`config.mk`:
```
export PLATFORM = sky130hd
export DESIGN_NAME = evg_queue
export DESIGN_NICKNAME = d
export VERILOG_FILES = /design/src/sv/evg_pkg.sv /design/src/sv/evg_queue.sv
export SDC_FILE = /design/constraint.sdc
export NUM_CORES = 1
export LEC_CHECK = 0
export BUFFER_PORTS_ARGS = -buffer_cell sky130_fd_sc_hd__buf_2
export CORE_ASPECT_RATIO = 0.9
export CORE_UTILIZATION = 47
export DETAILED_ROUTE_END_ITERATION = 10
export HOLD_SLACK_MARGIN = 0.08
export MAX_ROUTING_LAYER = met4
export PLACE_DENSITY = 0.83
export RECOVER_POWER = 100
export SYNTH_ARGS = -nofsm -noshare
export SYNTH_HDL_FRONTEND = slang
export SYNTH_SLANG_ARGS = --single-unit
```
`constraint.sdc`:
```
create_clock -name i_clk -period 13.3 [get_ports i_clk]
set_clock_uncertainty 0.2 [all_clocks]
set_input_delay 2.66 -clock i_clk [delete_from_list [all_inputs] [get_ports i_clk]]
set_output_delay 2.66 -clock i_clk [all_outputs]
set_load 0.005 [all_outputs]
```
`src/sv/evg_pkg.sv`:
```
`timescale 1ns / 1ps
`default_nettype none
// ============================================================================
// evg_pkg
// Shared types, constants and the sine table of the ellipse vertex generator.
// ============================================================================
package evg_pkg;

    localparam int SINE_ENTRIES = 256;
    localparam int SINE_AW      = 8;
    localparam int QUARTER      = SINE_ENTRIES / 4;
    localparam logic [4:0] SEG_MAX = 5'd31;
    localparam logic [5:0] SEG_MIN = 6'd3;

    localparam logic signed [31:0] FACTOR_ONE = 32'sd32768;
    localparam logic [15:0]        TEX_HALF   = 16'd16384;

    // Vertex kinds handed from the sequencer to the arithmetic pipeline
    localparam logic [1:0] KIND_EMPTY  = 2'd0;
    localparam logic [1:0] KIND_CENTER = 2'd1;
    localparam logic [1:0] KIND_OUTER  = 2'd2;
    localparam logic [1:0] KIND_INNER  = 2'd3;

    typedef logic signed [16:0] t_trig;
    typedef t_trig [SINE_ENTRIES-1:0] t_sin_tab;

    typedef struct packed {
        logic              cmd;
        logic signed [23:0] center_x;
        logic signed [23:0] center_y;
        logic [22:0]       radius_x;
        logic [22:0]       radius_y;
        logic [5:0]        segment_count;
        logic [22:0]       ring_width;
    } t_in_word;

    typedef struct packed {
        logic signed [23:0] pos_x;
        logic signed [23:0] pos_y;
        logic [15:0]       tex_u;
        logic [15:0]       tex_v;
        logic [5:0]        vertex_number;
        logic              empty_res;
        logic              last;
    } t_out_word;

    // One classified ellipse, ready for the vertex sequencer
    typedef struct packed {
        logic              empty;
        logic              cmd;
        logic [4:0]        segs;
        logic [7:0]        step_q;
        logic [4:0]        step_r;
        logic signed [23:0] cx;
        logic signed [23:0] cy;
        logic [22:0]       rx;
        logic [22:0]       ry;
        logic signed [23:0] irx;
        logic signed [23:0] iry;
        logic signed [31:0] fx;
        logic signed [31:0] fy;
    } t_job;

    // Quarter-wave folded Taylor sine in Q30, rounded to Q1.15
    function automatic t_trig sine_q15(input longint unsigned phase);
        longint unsigned quad;
        longint unsigned r;
        longint unsigned q;
        longint unsigned x;
        longint unsigned x2;
        longint unsigned t;
        longint unsigned v;
        longint unsigned one;
        one  = 64'd1073741824;
        quad = (phase >> 30) & 64'd3;
        r    = phase & 64'h3FFFFFFF;
        q    = quad[0] ? one - r : r;
        x    = (q * 64'd6746518852) >> 32;
        x2   = (x * x) >> 30;
        t    = one;
        t    = one - ((x2 * t) >> 30) / 110;
        t    = one - ((x2 * t) >> 30) / 72;
        t    = one - ((x2 * t) >> 30) / 42;
        t    = one - ((x2 * t) >> 30) / 20;
        t    = one - ((x2 * t) >> 30) / 6;
        v    = (((x * t) >> 30) + 64'd16384) >> 15;
        if (v > 64'd32768) begin
            v = 64'd32768;
        end
        if (quad >= 64'd2) begin
            return -t_trig'(v);
        end
        return t_trig'(v);
    endfunction

    function automatic t_sin_tab build_sin_tab();
        t_sin_tab tab;
        longint unsigned phase;
        for (int k = 0; k < SINE_ENTRIES; k++) begin
            phase  = (longint'(k) << 32) / SINE_ENTRIES;
            tab[k] = sine_q15(phase);
        end
        return tab;
    endfunction

    localparam t_sin_tab SIN_TAB = build_sin_tab();

endpackage
`default_nettype wire

```
`src/sv/evg_queue.sv`:
```
`timescale 1ns / 1ps
`default_nettype none
// ============================================================================
// evg_queue
// Two-entry job queue between the classifier and the vertex sequencer.
// ============================================================================
module evg_queue (
    input  wire logic          i_clk,
    input  wire logic          i_rst_n,
    input  wire logic          i_push,
    input  wire evg_pkg::t_job i_job,
    output logic               o_full,
    input  wire logic          i_pop,
    output logic               o_empty,
    output evg_pkg::t_job      o_job
);
    import evg_pkg::*;

    t_job       r_mem [2];
    logic       r_wptr;
    logic       r_rptr;
    logic [1:0] r_count;

    always_ff @(posedge i_clk) begin
        if (!i_rst_n) begin
            r_wptr  <= 1'b0;
            r_rptr  <= 1'b0;
            r_count <= '0;
        end else begin
            if (i_push) begin
                r_wptr <= !r_wptr;
            end
            if (i_pop) begin
                r_rptr <= !r_rptr;
            end
            if (i_push && !i_pop) begin
                r_count <= r_count + 1'b1;
            end else if (i_pop && !i_push) begin
                r_count <= r_count - 1'b1;
            end
        end
    end

    always_ff @(posedge i_clk) begin
        if (i_push) begin
            r_mem[r_wptr] <= i_job;
        end
    end

    assign o_full  = r_count == 2'd2;
    assign o_empty = r_count == 2'd0;
    assign o_job   = r_mem[r_rptr];

endmodule
`default_nettype wire

```
# Word-level counts from Yosys, hierarchy flattened
# Memories as Yosys holds them, arrays and structs flattened. A register that Yosys moved wholly into a read port is not among the register bits.
# Cells that the tools add are included.
[word_totals]
reg_bits = 4
latch_bits = 0
ramBits = 452
romBits = 0
input_bits = 230
output_inout_bits = 228
elab_cells = 21
memories = 1
[memory_table]
columns = ["memory", "depth", "word_bits", "read_ports", "rd_ports_with_merged_regs", "wr", "line_no", "rtl"]
rows = [
  ["r_mem", 2, 226, 1, 1, 1, "evg_queue.sv:19", "t_job r_mem [2];"],
]
[classes]
n_addsub = 2
multipliers = 0
n_div = 0
n_lt_le_gt_ge = 0
eq_ne = 1
shifts = 0
n_mux = 6
n_bitwise = 0
reduce_logical = 8
[ops]
columns = ["op", "n"]
rows = [
  ["$logic_not 1->1", 4],
  ["$mux 1", 4],
  ["$mux 2", 2],
  ["$add 2x1->2 const B", 1],
  ["$eq 2x2->1 const B", 1],
  ["$logic_and 1x1->1", 2],
  ["$logic_not 2->1", 1],
  ["$reduce_bool 2->1", 1],
  ["$sub 2x1->2 const B", 1],
]

# Logic depth before layout (Yosys ltp)
[logic_depth]
depth_word = 4
ltp_mapped = 5
ltp_nobuf = 5

# Least setup slack after synthesis
# OpenSTA, ideal clock, no wires.
[synth_timing]
path_kind = "in2reg"
from = "input i_push"
to = "register r_wptr"
setup_ns = 0.104
t_arrival_ns = 13.193
required_ns = 12.996
slack_ns = -0.198
stages = 2
path_buffers = 0
cell_sequence = "nor2b_1 > o21a_1"
[synth_lines]
columns = ["item", "line_no", "rtl"]
rows = [
  ["start, declared", "evg_queue.sv:10", "input wire logic i_push,"],
  ["end signal, assigned", "evg_queue.sv:31", "r_wptr <= !r_wptr;"],
  ["end, declared", "evg_queue.sv:20", "logic r_wptr;"],
]

==> summary.txt <==
Clock network
  • Clock transition at path regs: about 60 ps
  • CTS resizes: 0
  • Root Driver: clkbuf_16
  • CTS tree: done
  • Maximum root-to-sink buffer count: 3
  • TritonCTS Buffers: 46
  • Cts-stage hold buffer count: 0
  • Clock sinks: ~460
  • Skew-Pair Late Insertion Delay: 550 ps
  • Post-CTS Setup Inserts: 0
  • CTS HTree Levels: 2

Critical path
  • CP max stage delay: 2130 ps
  • CP cell instances: clkbuf_1, mux2_1, buf_2
  • CP bufs+invs: 2
  • Reg2reg path depth: 2
  • Crit. End Element: output pin
  • R2R setup slack: 7630 ps
  • Reg-to-Reg End: r_mem[1][223]
  • WS Path Type: flip-flop to output pin
  • Critical Path RT: 10,440 ps
  • CP Data Arrival Time: around 5500 ps
  • Critical Path Fanout Max: 57
  • Worst r2r src: r_wptr
  • CP max stage cell: clkbuf_1
  • Startpoint types: flip-flop
  • Cell family with most CP delay: buffers and inverters

Global route
  • Largest net degree at the start of global routing: between 80 and 90
  • GR Util All Layers: 19.4%
  • Vias in the first global route: approximately 9,200
  • Antenna violations before repair: 14
  • Gr ovfl total: 0
  • First-pass GRT wire length: just over 50 mm

Power
  • Leak: roughly 7.3 nW
  • Peak VDD IR: ~0.12 mV
  • Pwr Density: 156 mW/mm^2

Synth
  • Most common flop cell mapped by yosys: edfxtp_1
  • Top post-synthesis cells by area: edfxtp_1, mux2_4, mux2_2, buf_6, dfxtp_1
  • Syn Area/Cell: 23.6 sq um
  • Most frequent cell after synthesis: edfxtp_1
  • #FFs+latches synth: between 400 and 500
  • Net Count, Synth: about 960
  • Sequential-to-total area share from yosys stat: 80.0%
  • Async S/R FF share, synth: 0%
  • Synth top area share: 79.4%
  • Synth area leader: edfxtp_1
  • Post-Synthesis Cells: 725
  • Post-Synthesis Cell Area: about 0.017 sq mm
  • Most common library cells after synthesis: edfxtp_1, mux2_4, mux2_2
  • Yosys Warn Count: 0
  • Yosys cell types: 17
  • Number of synthesized flops with an enable pin: 452

Die
  • I/O Pins: approximately 460
  • Die Height: between 150 and 200 microns
  • Num rows: 65
  • Effective utilization at floorplan: roughly half
  • Core area: between 0.03 and 0.04 sq mm
  • Die area: between 0.03 and 0.04 sq mm
  • Die width: approximately 200 microns

Timing
  • Final Hold Vio Count: 0
  • Post-route setup TNS: 0 ps
  • Slew Limit Fails: roughly 250
  • Fin worst setup slack: just under 5000 ps
  • Tmin final: 8380 ps
  • Rel. slew slack: -215%
  • Fmax: ~0.12 GHz
  • Final setup vio count: 0
  • Slew of the pin with the lowest slew margin: roughly 4700 ps
  • Tcrit/Tclk final: a little over three fifths
  • Unrepaired setup endpoints after global routing: no

Placement
  • GPL Wtd Cong: about 0.86
  • DP Area: slightly below 0.02 sq mm
  • Hpwl dp: 23.9 mm
  • Worst slack, placed: between 7000 and 8000 ps
  • Port buffer count: around 460

Hold path
  • Hold Path Class: flip-flop to flip-flop
  • Hold wc startpoint: r_count[1]
  • Hold Path Depth: 2
  • WHS Endpoint: r_count[1]

Detailed routing
  • WL final: between 30 and 40 mm
  • Number of vias in the routed layout: just under 9,000
  • DR vias/cell: roughly 5
  • Routed Antenna Nets: 0
  • DR DRC count: 0
  • WL/cell: around 21 microns
  • Iteration-0 DRC Markers: 480
  • 1st-pass router iterations: 4

Finish
  • Layout Nets: between 1,000 and 1,500
  • Final instance area: 0.0205 sq mm
  • Util after Layout: 57.9%
  • Share of cells above drive strength 1: a little over a third
  • Layout area overhead: 20.1%

Flow run
  • Max-Cap Viols: 4

Outcome
  • Outcome: complete, but fails checks
  • Failing checks: max-capacitance violations, max-slew violations
-- power breakdown --
part / switching (W) / internal [W] / total (W) / leakage, nW
Clock: 0.000507 / 0.000724 / 0.00123 / 0.697
Combinational: 0.000144 / 0.000126 / 0.000270 / 2.32
Sequential: 0.0000248 / 0.00167 / 0.00170 / 4.28
-- worst min-delay path, cell delays in order, from the launching register on --
cell,delay (ps)
dfxtp_1,320
o21ai_0,80
a21boi_0,90
-- sequential cells by signal (all words and copies together) (netlist names), named ones only --
signal and count:
r_mem 452, r_rptr 1, r_count 2, r_wptr 1
-- how the worst max path moves through the flow --
stage	slack [ps]	startpoint	to	cells past startpoint
2_1_floorplan	4100	i_push	r_mem[0][0]	1
3_3_place_gp	7910	flip-flop	o_job[224]	3
3_5_place_dp	7890	flip-flop	o_job[79]	3
4_1_cts	7270	flip-flop	o_job[225]	3
5_1_grt	4470	flip-flop	o_job[85]	3
6_report	4920	flip-flop	o_job[85]	3
-- cells by family after synthesis --
group	share of synthesized area [%]
xor gates and xnor gates	0.154
buffers and inverters	1.38
muxes	18.0
and+or+nand+nor	0.315
adders and majority gates	0.0732
DFF	80.0
AOI/OAI and AO/OA	0.117
-- metal layers --
layer	routed length, microns	track usage [%]	vias to the layer above
li1	-	-	3893
met1	13500	21.1	4283
met2	18100	32.0	451
met3	3550	6.33	74
met4	1200	9.38	0
met5	0	-	-
-- metrics by stage --
stage	cells	total power (W)	hold slack, ps
floorplan	725	0.00191	273
global placement	1634	0.00203	288
detailed placement	1634	0.00205	337
CTS	1713	0.00328	346
global route	1727	0.00330	395
finish	1727	0.00320	340
-- placed cells by master (no fill, tap or decap), types with 2 or more instances in the layout --
| master | n |
|---|---|
| buf_4 | 6 |
| and2_0 | 3 |
| buf_2 | 290 |
| bufinv_16 | 4 |
| clkinv_2 | 5 |
| clkbuf_16 | 47 |
| mux2_4 | 4 |
| mux2_1 | 139 |
| edfxtp_1 | 452 |
| clkbuf_1 | 178 |
| xor2_1 | 2 |
| clkinv_1 | 8 |
| mux2_2 | 83 |
| nor2b_1 | 2 |
| buf_1 | 3 |
| diode_2 | 14 |
| dfxtp_1 | 5 |
-- layout make-up --
type / instances / area, sq um
Timing Repair Buffer: 465 / 2130
Fill cell: 2766 / 14900
Clock inverter: 20 / 204
Multi-Input combinational cell: 242 / 2680
Sequential cell: 457 / 13700
Tap cell: 469 / 587
Inverter: 1 / 3.75
Clock buffer: 59 / 1220
Antenna cell: 14 / 35.0
(Power assumes the default switching activity.)
