### src/sv/evg_pkg.sv
`timescale 1ns / 1ps
`default_nettype none
// ============================================================================
// evg_pkg
// Shared types, constants and the sine table of the ellipse vertex generator.
// ============================================================================
package evg_pkg;

    localparam int SINE_ENTRIES = 256;
    localparam int SINE_AW      = 8;
    localparam int QUARTER      = SINE_ENTRIES / 4;
    localparam logic [4:0] SEG_MAX = 5'd31;
    localparam logic [5:0] SEG_MIN = 6'd3;

    localparam logic signed [31:0] FACTOR_ONE = 32'sd32768;
    localparam logic [15:0]        TEX_HALF   = 16'd16384;

    // Vertex kinds handed from the sequencer to the arithmetic pipeline
    localparam logic [1:0] KIND_EMPTY  = 2'd0;
    localparam logic [1:0] KIND_CENTER = 2'd1;
    localparam logic [1:0] KIND_OUTER  = 2'd2;
    localparam logic [1:0] KIND_INNER  = 2'd3;

    typedef logic signed [16:0] t_trig;
    typedef t_trig [SINE_ENTRIES-1:0] t_sin_tab;

    typedef struct packed {
        logic              cmd;
        logic signed [23:0] center_x;
        logic signed [23:0] center_y;
        logic [22:0]       radius_x;
        logic [22:0]       radius_y;
        logic [5:0]        segment_count;
        logic [22:0]       ring_width;
    } t_in_word;

    typedef struct packed {
        logic signed [23:0] pos_x;
        logic signed [23:0] pos_y;
        logic [15:0]       tex_u;
        logic [15:0]       tex_v;
        logic [5:0]        vertex_number;
        logic              empty_res;
        logic              last;
    } t_out_word;

    // One classified ellipse, ready for the vertex sequencer
    typedef struct packed {
        logic              empty;
        logic              cmd;
        logic [4:0]        segs;
        logic [7:0]        step_q;
        logic [4:0]        step_r;
        logic signed [23:0] cx;
        logic signed [23:0] cy;
        logic [22:0]       rx;
        logic [22:0]       ry;
        logic signed [23:0] irx;
        logic signed [23:0] iry;
        logic signed [31:0] fx;
        logic signed [31:0] fy;
    } t_job;

    // Quarter-wave folded Taylor sine in Q30, rounded to Q1.15
    function automatic t_trig sine_q15(input longint unsigned phase);
        longint unsigned quad;
        longint unsigned r;
        longint unsigned q;
        longint unsigned x;
        longint unsigned x2;
        longint unsigned t;
        longint unsigned v;
        longint unsigned one;
        one  = 64'd1073741824;
        quad = (phase >> 30) & 64'd3;
        r    = phase & 64'h3FFFFFFF;
        q    = quad[0] ? one - r : r;
        x    = (q * 64'd6746518852) >> 32;
        x2   = (x * x) >> 30;
        t    = one;
        t    = one - ((x2 * t) >> 30) / 110;
        t    = one - ((x2 * t) >> 30) / 72;
        t    = one - ((x2 * t) >> 30) / 42;
        t    = one - ((x2 * t) >> 30) / 20;
        t    = one - ((x2 * t) >> 30) / 6;
        v    = (((x * t) >> 30) + 64'd16384) >> 15;
        if (v > 64'd32768) begin
            v = 64'd32768;
        end
        if (quad >= 64'd2) begin
            return -t_trig'(v);
        end
        return t_trig'(v);
    endfunction

    function automatic t_sin_tab build_sin_tab();
        t_sin_tab tab;
        longint unsigned phase;
        for (int k = 0; k < SINE_ENTRIES; k++) begin
            phase  = (longint'(k) << 32) / SINE_ENTRIES;
            tab[k] = sine_q15(phase);
        end
        return tab;
    endfunction

    localparam t_sin_tab SIN_TAB = build_sin_tab();

endpackage
`default_nettype wire

### src/sv/evg_div.sv
`timescale 1ns / 1ps
`default_nettype none
// ============================================================================
// evg_div
// Restoring divider, one quotient bit per cycle.
// ============================================================================
module evg_div #(
    parameter int NW = 9,
    parameter int DW = 6
) (
    input  wire logic          i_clk,
    input  wire logic          i_rst_n,
    input  wire logic          i_start,
    input  wire logic [NW-1:0] i_num,
    input  wire logic [DW-1:0] i_den,
    output logic               o_done,
    output logic [NW-1:0]      o_quo,
    output logic [DW-1:0]      o_rem
);
    localparam int CW = $clog2(NW + 1);

    logic          r_busy;
    logic [CW-1:0] r_cnt;
    logic [NW-1:0] r_quo;
    logic [DW-1:0] r_rem;
    logic [DW-1:0] r_den;
    logic [DW:0]   shifted;
    logic [DW:0]   diff;
    logic          fits;

    always_comb begin
        shifted = {r_rem, r_quo[NW-1]};
        diff    = shifted - {1'b0, r_den};
        fits    = shifted >= {1'b0, r_den};
    end

    always_ff @(posedge i_clk) begin
        if (!i_rst_n) begin
            r_busy <= 1'b0;
            r_cnt  <= '0;
        end else if (i_start) begin
            r_busy <= 1'b1;
            r_cnt  <= CW'(NW);
        end else if (r_busy) begin
            r_cnt <= r_cnt - 1'b1;
            if (r_cnt == CW'(1)) begin
                r_busy <= 1'b0;
            end
        end
    end

    always_ff @(posedge i_clk) begin
        if (i_start) begin
            r_quo <= i_num;
            r_rem <= '0;
            r_den <= i_den;
        end else if (r_busy) begin
            r_quo <= {r_quo[NW-2:0], fits};
            r_rem <= fits ? diff[DW-1:0] : shifted[DW-1:0];
        end
    end

    assign o_done = !r_busy;
    assign o_quo  = r_quo;
    assign o_rem  = r_rem;

endmodule
`default_nettype wire

### src/sv/evg_front.sv
`timescale 1ns / 1ps
`default_nettype none
// ============================================================================
// evg_front
// Accepts ellipse words, rejects degenerate ones, works out the angle step
// and the inner texture factors, then hands a job to the queue.
// ============================================================================
module evg_front (
    input  wire logic              i_clk,
    input  wire logic              i_rst_n,
    input  wire logic              i_in_valid,
    output logic                   o_in_ready,
    input  wire evg_pkg::t_in_word i_in_word,
    output logic                   o_push,
    output evg_pkg::t_job          o_job,
    input  wire logic              i_full
);
    import evg_pkg::*;

    localparam logic [1:0] ST_IDLE = 2'd0;
    localparam logic [1:0] ST_DIV  = 2'd1;
    localparam logic [1:0] ST_PUSH = 2'd2;

    logic [1:0]  r_state;
    logic [1:0]  n_state;
    t_job        r_job;
    t_job        n_job;
    logic        accept;
    logic        rejected;
    logic [4:0]  segs_sat;
    logic signed [23:0] dx;
    logic signed [23:0] dy;
    logic [22:0] mag_x;
    logic [22:0] mag_y;
    logic        div_start;
    logic        seg_done;
    logic        fx_done;
    logic        fy_done;
    logic [8:0]  seg_quo;
    logic [5:0]  seg_rem;
    logic [37:0] fx_quo;
    logic [37:0] fy_quo;
    logic [22:0] fx_rem;
    logic [22:0] fy_rem;

    // Clamp a factor magnitude to 31 bits: anything larger already
    // saturates the texture coordinate for every nonzero sine.
    function automatic logic signed [31:0] make_factor(input logic [22:0] r,
                                                       input logic neg,
                                                       input logic [37:0] m);
        logic [30:0] mc;
        mc = (m > 38'h7FFFFFFF) ? 31'h7FFFFFFF : m[30:0];
        if (r == '0) begin
            return '0;
        end
        return neg ? -$signed({1'b0, mc}) : $signed({1'b0, mc});
    endfunction

    always_comb begin
        accept   = i_in_valid && o_in_ready;
        rejected = (i_in_word.segment_count < SEG_MIN)
                   || (i_in_word.cmd && i_in_word.ring_width == '0);
        segs_sat = (i_in_word.segment_count > {1'b0, SEG_MAX}) ? SEG_MAX
                                                               : i_in_word.segment_count[4:0];
        dx       = $signed({1'b0, i_in_word.radius_x}) - $signed({1'b0, i_in_word.ring_width});
        dy       = $signed({1'b0, i_in_word.radius_y}) - $signed({1'b0, i_in_word.ring_width});
        mag_x    = dx[23] ? 23'(-dx) : dx[22:0];
        mag_y    = dy[23] ? 23'(-dy) : dy[22:0];
        div_start = accept && !rejected;
    end

    evg_div #(.NW(9), .DW(6)) u_seg_div (
        .i_clk   (i_clk),
        .i_rst_n (i_rst_n),
        .i_start (div_start),
        .i_num   (9'(SINE_ENTRIES)),
        .i_den   ({1'b0, segs_sat}),
        .o_done  (seg_done),
        .o_quo   (seg_quo),
        .o_rem   (seg_rem)
    );

    evg_div #(.NW(38), .DW(23)) u_fx_div (
        .i_clk   (i_clk),
        .i_rst_n (i_rst_n),
        .i_start (div_start),
        .i_num   ({mag_x, 15'd0}),
        .i_den   (i_in_word.radius_x),
        .o_done  (fx_done),
        .o_quo   (fx_quo),
        .o_rem   (fx_rem)
    );

    evg_div #(.NW(38), .DW(23)) u_fy_div (
        .i_clk   (i_clk),
        .i_rst_n (i_rst_n),
        .i_start (div_start),
        .i_num   ({mag_y, 15'd0}),
        .i_den   (i_in_word.radius_y),
        .o_done  (fy_done),
        .o_quo   (fy_quo),
        .o_rem   (fy_rem)
    );

    always_comb begin
        n_state = r_state;
        n_job   = r_job;
        unique case (r_state)
            ST_IDLE: begin
                if (accept) begin
                    n_job.empty = rejected;
                    n_job.cmd   = i_in_word.cmd;
                    n_job.segs  = segs_sat;
                    n_job.cx    = i_in_word.center_x;
                    n_job.cy    = i_in_word.center_y;
                    n_job.rx    = i_in_word.radius_x;
                    n_job.ry    = i_in_word.radius_y;
                    n_job.irx   = dx;
                    n_job.iry   = dy;
                    n_state     = rejected ? ST_PUSH : ST_DIV;
                end
            end
            ST_DIV: begin
                if (seg_done && fx_done && fy_done) begin
                    n_job.step_q = seg_quo[7:0];
                    n_job.step_r = seg_rem[4:0];
                    n_job.fx     = make_factor(r_job.rx, r_job.irx[23], fx_quo);
                    n_job.fy     = make_factor(r_job.ry, r_job.iry[23], fy_quo);
                    n_state      = ST_PUSH;
                end
            end
            ST_PUSH: begin
                if (!i_full) begin
                    n_state = ST_IDLE;
                end
            end
            default: begin
                n_state = ST_IDLE;
            end
        endcase
    end

    always_ff @(posedge i_clk) begin
        if (!i_rst_n) begin
            r_state <= ST_IDLE;
        end else begin
            r_state <= n_state;
        end
    end

    always_ff @(posedge i_clk) begin
        r_job <= n_job;
    end

    assign o_in_ready = r_state == ST_IDLE;
    assign o_push     = (r_state == ST_PUSH) && !i_full;
    assign o_job      = r_job;

endmodule
`default_nettype wire

### config.mk
export PLATFORM = sky130hd
export DESIGN_NAME = evg_front
export DESIGN_NICKNAME = d
export VERILOG_FILES = /design/src/sv/evg_pkg.sv /design/src/sv/evg_div.sv /design/src/sv/evg_front.sv
export SDC_FILE = /design/constraint.sdc
export NUM_CORES = 1
export LEC_CHECK = 0
export BUFFER_PORTS_ARGS = -buffer_cell sky130_fd_sc_hd__clkbuf_2
export CAP_MARGIN = 25
export CORE_MARGIN = 5
export CORE_UTILIZATION = 55
export DETAILED_ROUTE_END_ITERATION = 10
export HOLD_SLACK_MARGIN = 0.05
export PLACE_DENSITY = 0.76
export SLEW_MARGIN = 15
export SYNTH_ARGS = -nofsm -noshare
export SYNTH_HDL_FRONTEND = slang
export SYNTH_SLANG_ARGS = --single-unit
### constraint.sdc
create_clock -name i_clk -period 10.4 [get_ports i_clk]
set_clock_uncertainty 0.15 [all_clocks]
set_input_delay 0 -clock i_clk [delete_from_list [all_inputs] [get_ports i_clk]]
set_output_delay 0 -clock i_clk [all_outputs]
set_load 0.01 [all_outputs]
======== Word-level counts from Yosys, hierarchy flattened ========
Cells that the tools add are included.
operators by class
  add/subtract/negate cells ............... 12
  $mul .................................... 0
  divide/modulo/power cells ............... 0
  $lt $le $gt $ge ......................... 7
  equality and inequality tests ........... 8
  shift-type cells ........................ 0
  muxes and demuxes ....................... 44
  bitwise gates (word level) .............. 1
  reduce and logical (&&, ||, !) cells .... 23
operators with widths
  kind                                                                               count
  32-bit 2-to-1 mux                                                                  6
  38-bit 2-to-1 mux                                                                  4
  23-bit 2-to-1 mux                                                                  4
  38-bit by 31-bit greater-than comparator with 1-bit output, second input constant  2
  23-bit zero test                                                                   3
  31-bit negator with 32-bit output                                                  2
  31-bit 2-to-1 mux                                                                  2
  24-bit by 23-bit >= comparator with 1-bit output                                   2
  23-bit by 23-bit subtractor with 24-bit output                                     2
  23-bit negator                                                                     2
  23-bit subtractor                                                                  2
  6-bit 2-to-1 mux                                                                   5
  1-bit 2-to-1 mux                                                                   15
  6-bit by 1-bit == test with 1-bit output, second input constant                    2
  6-bit by 1-bit subtractor with 6-bit output, second input constant                 2
  2-bit 2-to-1 mux                                                                   4
  4-bit 2-to-1 mux                                                                   2
  7-bit by 5-bit >= comparator with 1-bit output                                     1
  6-bit by 5-bit greater-than comparator with 1-bit output, second input constant    1
  1-bit logical AND                                                                  6
  6-bit by 2-bit < comparator with 1-bit output, second input constant               1
  2-bit case mux with 3 select lines                                                 1
  2-bit nonzero test                                                                 3
  6-bit by 5-bit subtractor with 6-bit output                                        1
  other kinds (14)                                                                   20
storage, ports and cells
  bits in registers ....................... 435
  bits in latches ......................... 0
  RAM bits ................................ 0
  memory bits (read-only) ................. 0
  input bits .............................. 128
  output and inout port bits .............. 228
  logic and storage cells ................. 129
  memories ................................ 0

======== Logic depth before layout (Yosys ltp) ========
  word-level depth ........................ 6
  depth in mapped cells ................... 15
  mapped depth without buffers ............ 14

======== Hierarchy ========
Synthesis repeated with hierarchy kept, for this count alone.
unflattened totals
  cells, all modules ...................... 2154
  area total of the unflattened synthesis .. 23754.0 µm²
modules (own cells, without submodules)
  module                   instances  cells each  area each (µm²)  sequential area each (µm²)
  evg_front                1          1144        12545.8          6826.5
  evg_div at u_fx_div ...  2          442         4913.5           2432.3
  evg_div at u_seg_div     1          126         1381.3           670.6

======== Worst setup path after synthesis ========
Ideal clock, no wire load.
  path type ............................... register to register
  start point ............................. register r_state[0]
  end point ............................... register r_job, in the netlist o_job[100], enable pin
  library setup time ...................... 0.526 ns
  arrival time ............................ 4.075 ns
  data required time ...................... 9.724 ns
  setup slack ............................. 5.649 ns
  cell stages (with the launch flop) ...... 3
  path buffers ............................ 0
  clock period less this slack ............ 4.751 ns
  cell sequence ........................... dfxtp_1 -> nor2_1 -> and2_1
on the way
  longest elaborated chain between the ends .. 3
ends and longest elaborated chain
  element                                   line              text
  from (decl)                               evg_front.sv:24   logic [1:0] r_state;
  from (signal assigned)                    evg_front.sv:147  r_state <= n_state;
  2-bit zero test (*)                       evg_front.sv:155  assign o_in_ready = r_state == ST_IDLE;
  net o_in_ready                            evg_front.sv:12   output logic o_in_ready,
  1-bit logical AND                         evg_front.sv:60   accept = i_in_valid && o_in_ready;
  2-bit AND reduction (no source line) (*)  -
  to (signal assigned)                      evg_front.sv:152  r_job <= n_job;
  to (decl)                                 evg_front.sv:26   t_job r_job;
Mark *: on every way through the listed nets, which the timed path passes. The rest lies on a longest branch.
A chain may end at the register's enable or synchronous reset.

======== Worst setup path after layout ========
  start point ............................. input i_in_word[0] in the netlist's numbering
  end point ............................... register u_fx_div.r_quo[18], in the netlist u_fx_div.o_quo[18], enable pin
on the way
  longest elaborated chain between the ends .. 6
ends and longest elaborated chain
  element                              line             text
  from (decl)                          evg_front.sv:13  input wire evg_pkg::t_in_word i_in_word,
  23-bit zero test                     evg_front.sv:62  || (i_in_word.cmd && i_in_word.ring_width == '0);
  1-bit logical AND                    evg_front.sv:62
  1-bit logical OR                     evg_front.sv:62
  net rejected                         evg_front.sv:29  logic rejected;
  1-bit zero test                      evg_front.sv:69  div_start = accept && !rejected;
  1-bit logical AND                    evg_front.sv:69
  2-bit nonzero test (no source line)  -
  to (signal assigned)                 evg_div.sv:54    r_quo <= i_num;
  to (signal assigned)                 evg_div.sv:58    r_quo <= {r_quo[NW-2:0], fits};
  to (decl)                            evg_div.sv:24    logic [NW-1:0] r_quo;
The timed path passes the listed nets, and every way through them passes these cells.

==> results.cfg <==
[cells_and_area]
synthToLayoutAreaGrowth_pct = 24.3
fin_cells = 3341
drive_gt1_share_pct = 17.6
final_area_sq_mm = 0.0290
nets = 3002
post-route-util_pct = 69.0

[clock_network]
clock_sinks = 435
numCtsBuffers = 46
cts-htree-levels = 2
cts_buffer_depth = 3
clk_pin_slew_ns = 0.06
cts_resized = 0
cts_hold_buffers = 169
cts_tree = done
clk_root_buffer_cell = clkbuf_16
clk_latency_ns = 0.58
cts_setup_buffers = 0

[yosys]
synth_top_family_by_area = compound AO/OA/AOI/OAI gates
synth.top_cell.area_share_pct = 41.6
synth-main-ff-cell = edfxtp_1
yosysTopAreaCell = edfxtp_1
synth.avg_cell_area_sq_um = 10.3
synth-simple-area-share_pct = 14.9
ys_top_cells_by_count = 323 x edfxtp_1, 257 x nor2_1, 151 x a21oi_1, 141 x nand2_1, 139 x inv_1
synth_adder_area_share_pct = 6.18
yosysMostFrequentCell = edfxtp_1
yosys_warnings = 0
synthMuxAreaShare_pct = 3.24
synth-seq-cells = 435
syn-num-nets = 2509
yosysSeqAreaShare_pct = 51.3
synth-compound-area-share_pct = 15.1
syn-instance-count = 2269
synth_area_leaders = edfxtp_1 42%, dfxtp_1 9.6%, ha_1 5.7%
synth_xor_area_share_pct = 5.45
syn_area_sq_mm = 0.0233
async_flop_share_pct = 0
synth_cell_types = 93
synth_edf_count = 323

[job]
drv_cap = 0

[placement]
dp_cells = 3082
gp_congestion = 0.942
port_buffers = 355
dpl_cell_area_sq_mm = 0.0255
dp.final_hpwl_mm = 45.6
pre_cts_ws_ns = 5.77

[worst_setup_path]
startpoint_type = input pin
required_ns = 10.41
critical_path.max_fanout = 60
path_class = in -> reg
worst_r2r_path_depth = 11
crit_path_end = u_fx_div.o_quo[18]$_DFFE_PP_
timing.rr.start = u_fy_div.o_quo[37]$_DFFE_PP_
worstPathArrival_ns = 4.72
rrSetupSlack_ns = 6.15
rr_endpoint = o_job[30]$_SDFFCE_PP0P_
cp-end-kind = register
startpoint = i_in_word[0]

[global_route]
grt_max_degree = 94
grt_pass1_wl_mm = 103
grt-ovfl-total = 0
antenna_found_initial = 4
grt_usage_pct = 27.3
first_global_vias = 19175

[floorplan]
dieWidth_um = 216
io_pins = 356
die_h_um = 216
die-area_sq_mm = 0.0466
row_count = 75
core_area_sq_mm = 0.0419
start_util_pct = 55.5

[detailed_routing]
ant_nets = 0
vias_per_cell = 5.89
totalWireLength_mm = 65.9
drc = 0
vias = 19663
wl_per_cell_um = 19.7
drtPass1Iterations = 6
initialDrtViolationCount = 1564

[power_and_ir_drop]
p_sw_mw = 1.68
p_leak_nw = 12.1
power_frac_seq_pct = 40.6
peakVddDrop_mv = 0.163
p_int_mw = 3.87
pwr-share-clk_pct = 33.8
power_frac_comb_pct = 25.6
power_mw = 5.55
p_sw_share_pct = 30.3
cellPowerDensity_mw_per_mm2 = 192

[timing]
min_period_ns = 4.71
finalSetupViolCount = 0
fmax_mhz = 212
fin_ws_ns = 5.69
finalCritPeriodShare_pct = 45.3
worstMarginPinSlew_ns = 1.12
finalHoldViolations = 0
hold_ws_ns = 0.0721
rsz0062_at_grt = no
maxSlewViolCount = 0
tns_ns = 0
slew_headroom_pct = 24.5

[worst_hold_path]
hold_path.class = in -> reg

[run_status]
outcome = finished, final reports clean
## flip-flops by register name, summed over array words and instances, names as in the netlist, 9 cells and up
signal           count
o_job              226
u_seg_div.o_quo      9
u_fx_div.o_quo      38
u_fx_div.o_rem      23
u_fy_div.o_quo      38
u_fy_div.r_den      23
u_fy_div.o_rem      23
u_fx_div.r_den      23
## routing by layer
metal	global-route usage, %	part of all wire (%)
met1	34.7	40
met2	47.3	49
met3	5.23	8.1
met4	8.60	3.0
met5	0	0.011
## area by class of cell
class	instances	area [sq um]
inverter	141	532
tap	539	674
clock inverter	22	394
sequential	435	11900
antenna	2	5.00
fill	3060	13000
clock buffer	64	1360
timing repair buffer	538	3600
multi-input combinational	1600	10500
## power by group through the flow
stage	logic [mW]	clock network [mW]	registers [mW]
final	1.42	1.87	2.26
after global placement	1.30	0	2.28
after global routing	1.56	1.98	2.28
after CTS	1.40	1.90	2.26
after floorplan	0.953	0	2.29
after detailed placement	1.34	0	2.29
## worst min path at each step
stage / from / to / cells past startpoint
floorplan: i_full / o_push / 1
global placement: i_in_word[114] / o_job[197]$_DFFE_PP_ / 1
detailed placement: i_in_word[88] / o_job[171]$_DFFE_PP_ / 1
CTS: i_in_word[72] / o_job[155]$_DFFE_PP_ / 2
global route: i_in_word[45] / u_fy_div.r_den[16]$_DFFE_PP_ / 2
finish: i_in_word[45] / u_fy_div.r_den[16]$_DFFE_PP_ / 2
## cells by family after synthesis
| group | after synthesis |
|---|---|
| adders and majority gates | 112 |
| AOI/OAI and AO/OA | 549 |
| buffers and inverters | 234 |
| xor gates and xnor gates | 144 |
| DFF | 435 |
| muxes | 75 |
| and+or+nand+nor | 720 |
## critical path, cell delays in order
cell and delay, ns:
dlygate4sd3_1 0.53, clkbuf_2 0.14, nor4_1 0.96, nand4_1 0.38
o22ai_1 0.34, inv_1 0.12, nand3_4 0.49, inv_4 0.42
nor2_1 0.66, inv_1 0.63
## placed cells by master (no fill, tap or decap), types with 6 or more instances in the layout
master / count
a211oi_1: 32
a21boi_0: 13
a21o_1: 53
a21oi_1: 151
a221oi_1: 20
a31oi_1: 27
and2_1: 9
and3_1: 14
buf_4: 11
bufinv_16: 11
clkbuf_1: 10
clkbuf_16: 51
clkbuf_2: 355
dfxtp_1: 110
dlygate4sd3_1: 169
edfxtp_1: 323
ha_1: 107
inv_1: 138
mux2i_1: 71
nand2_1: 141
nand2b_1: 26
nand3_1: 76
nand3b_1: 8
nand4_1: 20
nor2_1: 255
nor2b_1: 15
nor3_1: 47
nor3b_1: 6
nor4_1: 33
o211ai_1: 15
o21a_1: 10
o21ai_0: 126
o21ai_1: 19
o21bai_1: 8
o31ai_1: 16
or2_2: 12
or3_1: 20
or4_1: 7
xnor2_1: 96
xor2_1: 47
Note: power is estimated with default switching activity, not from simulation.
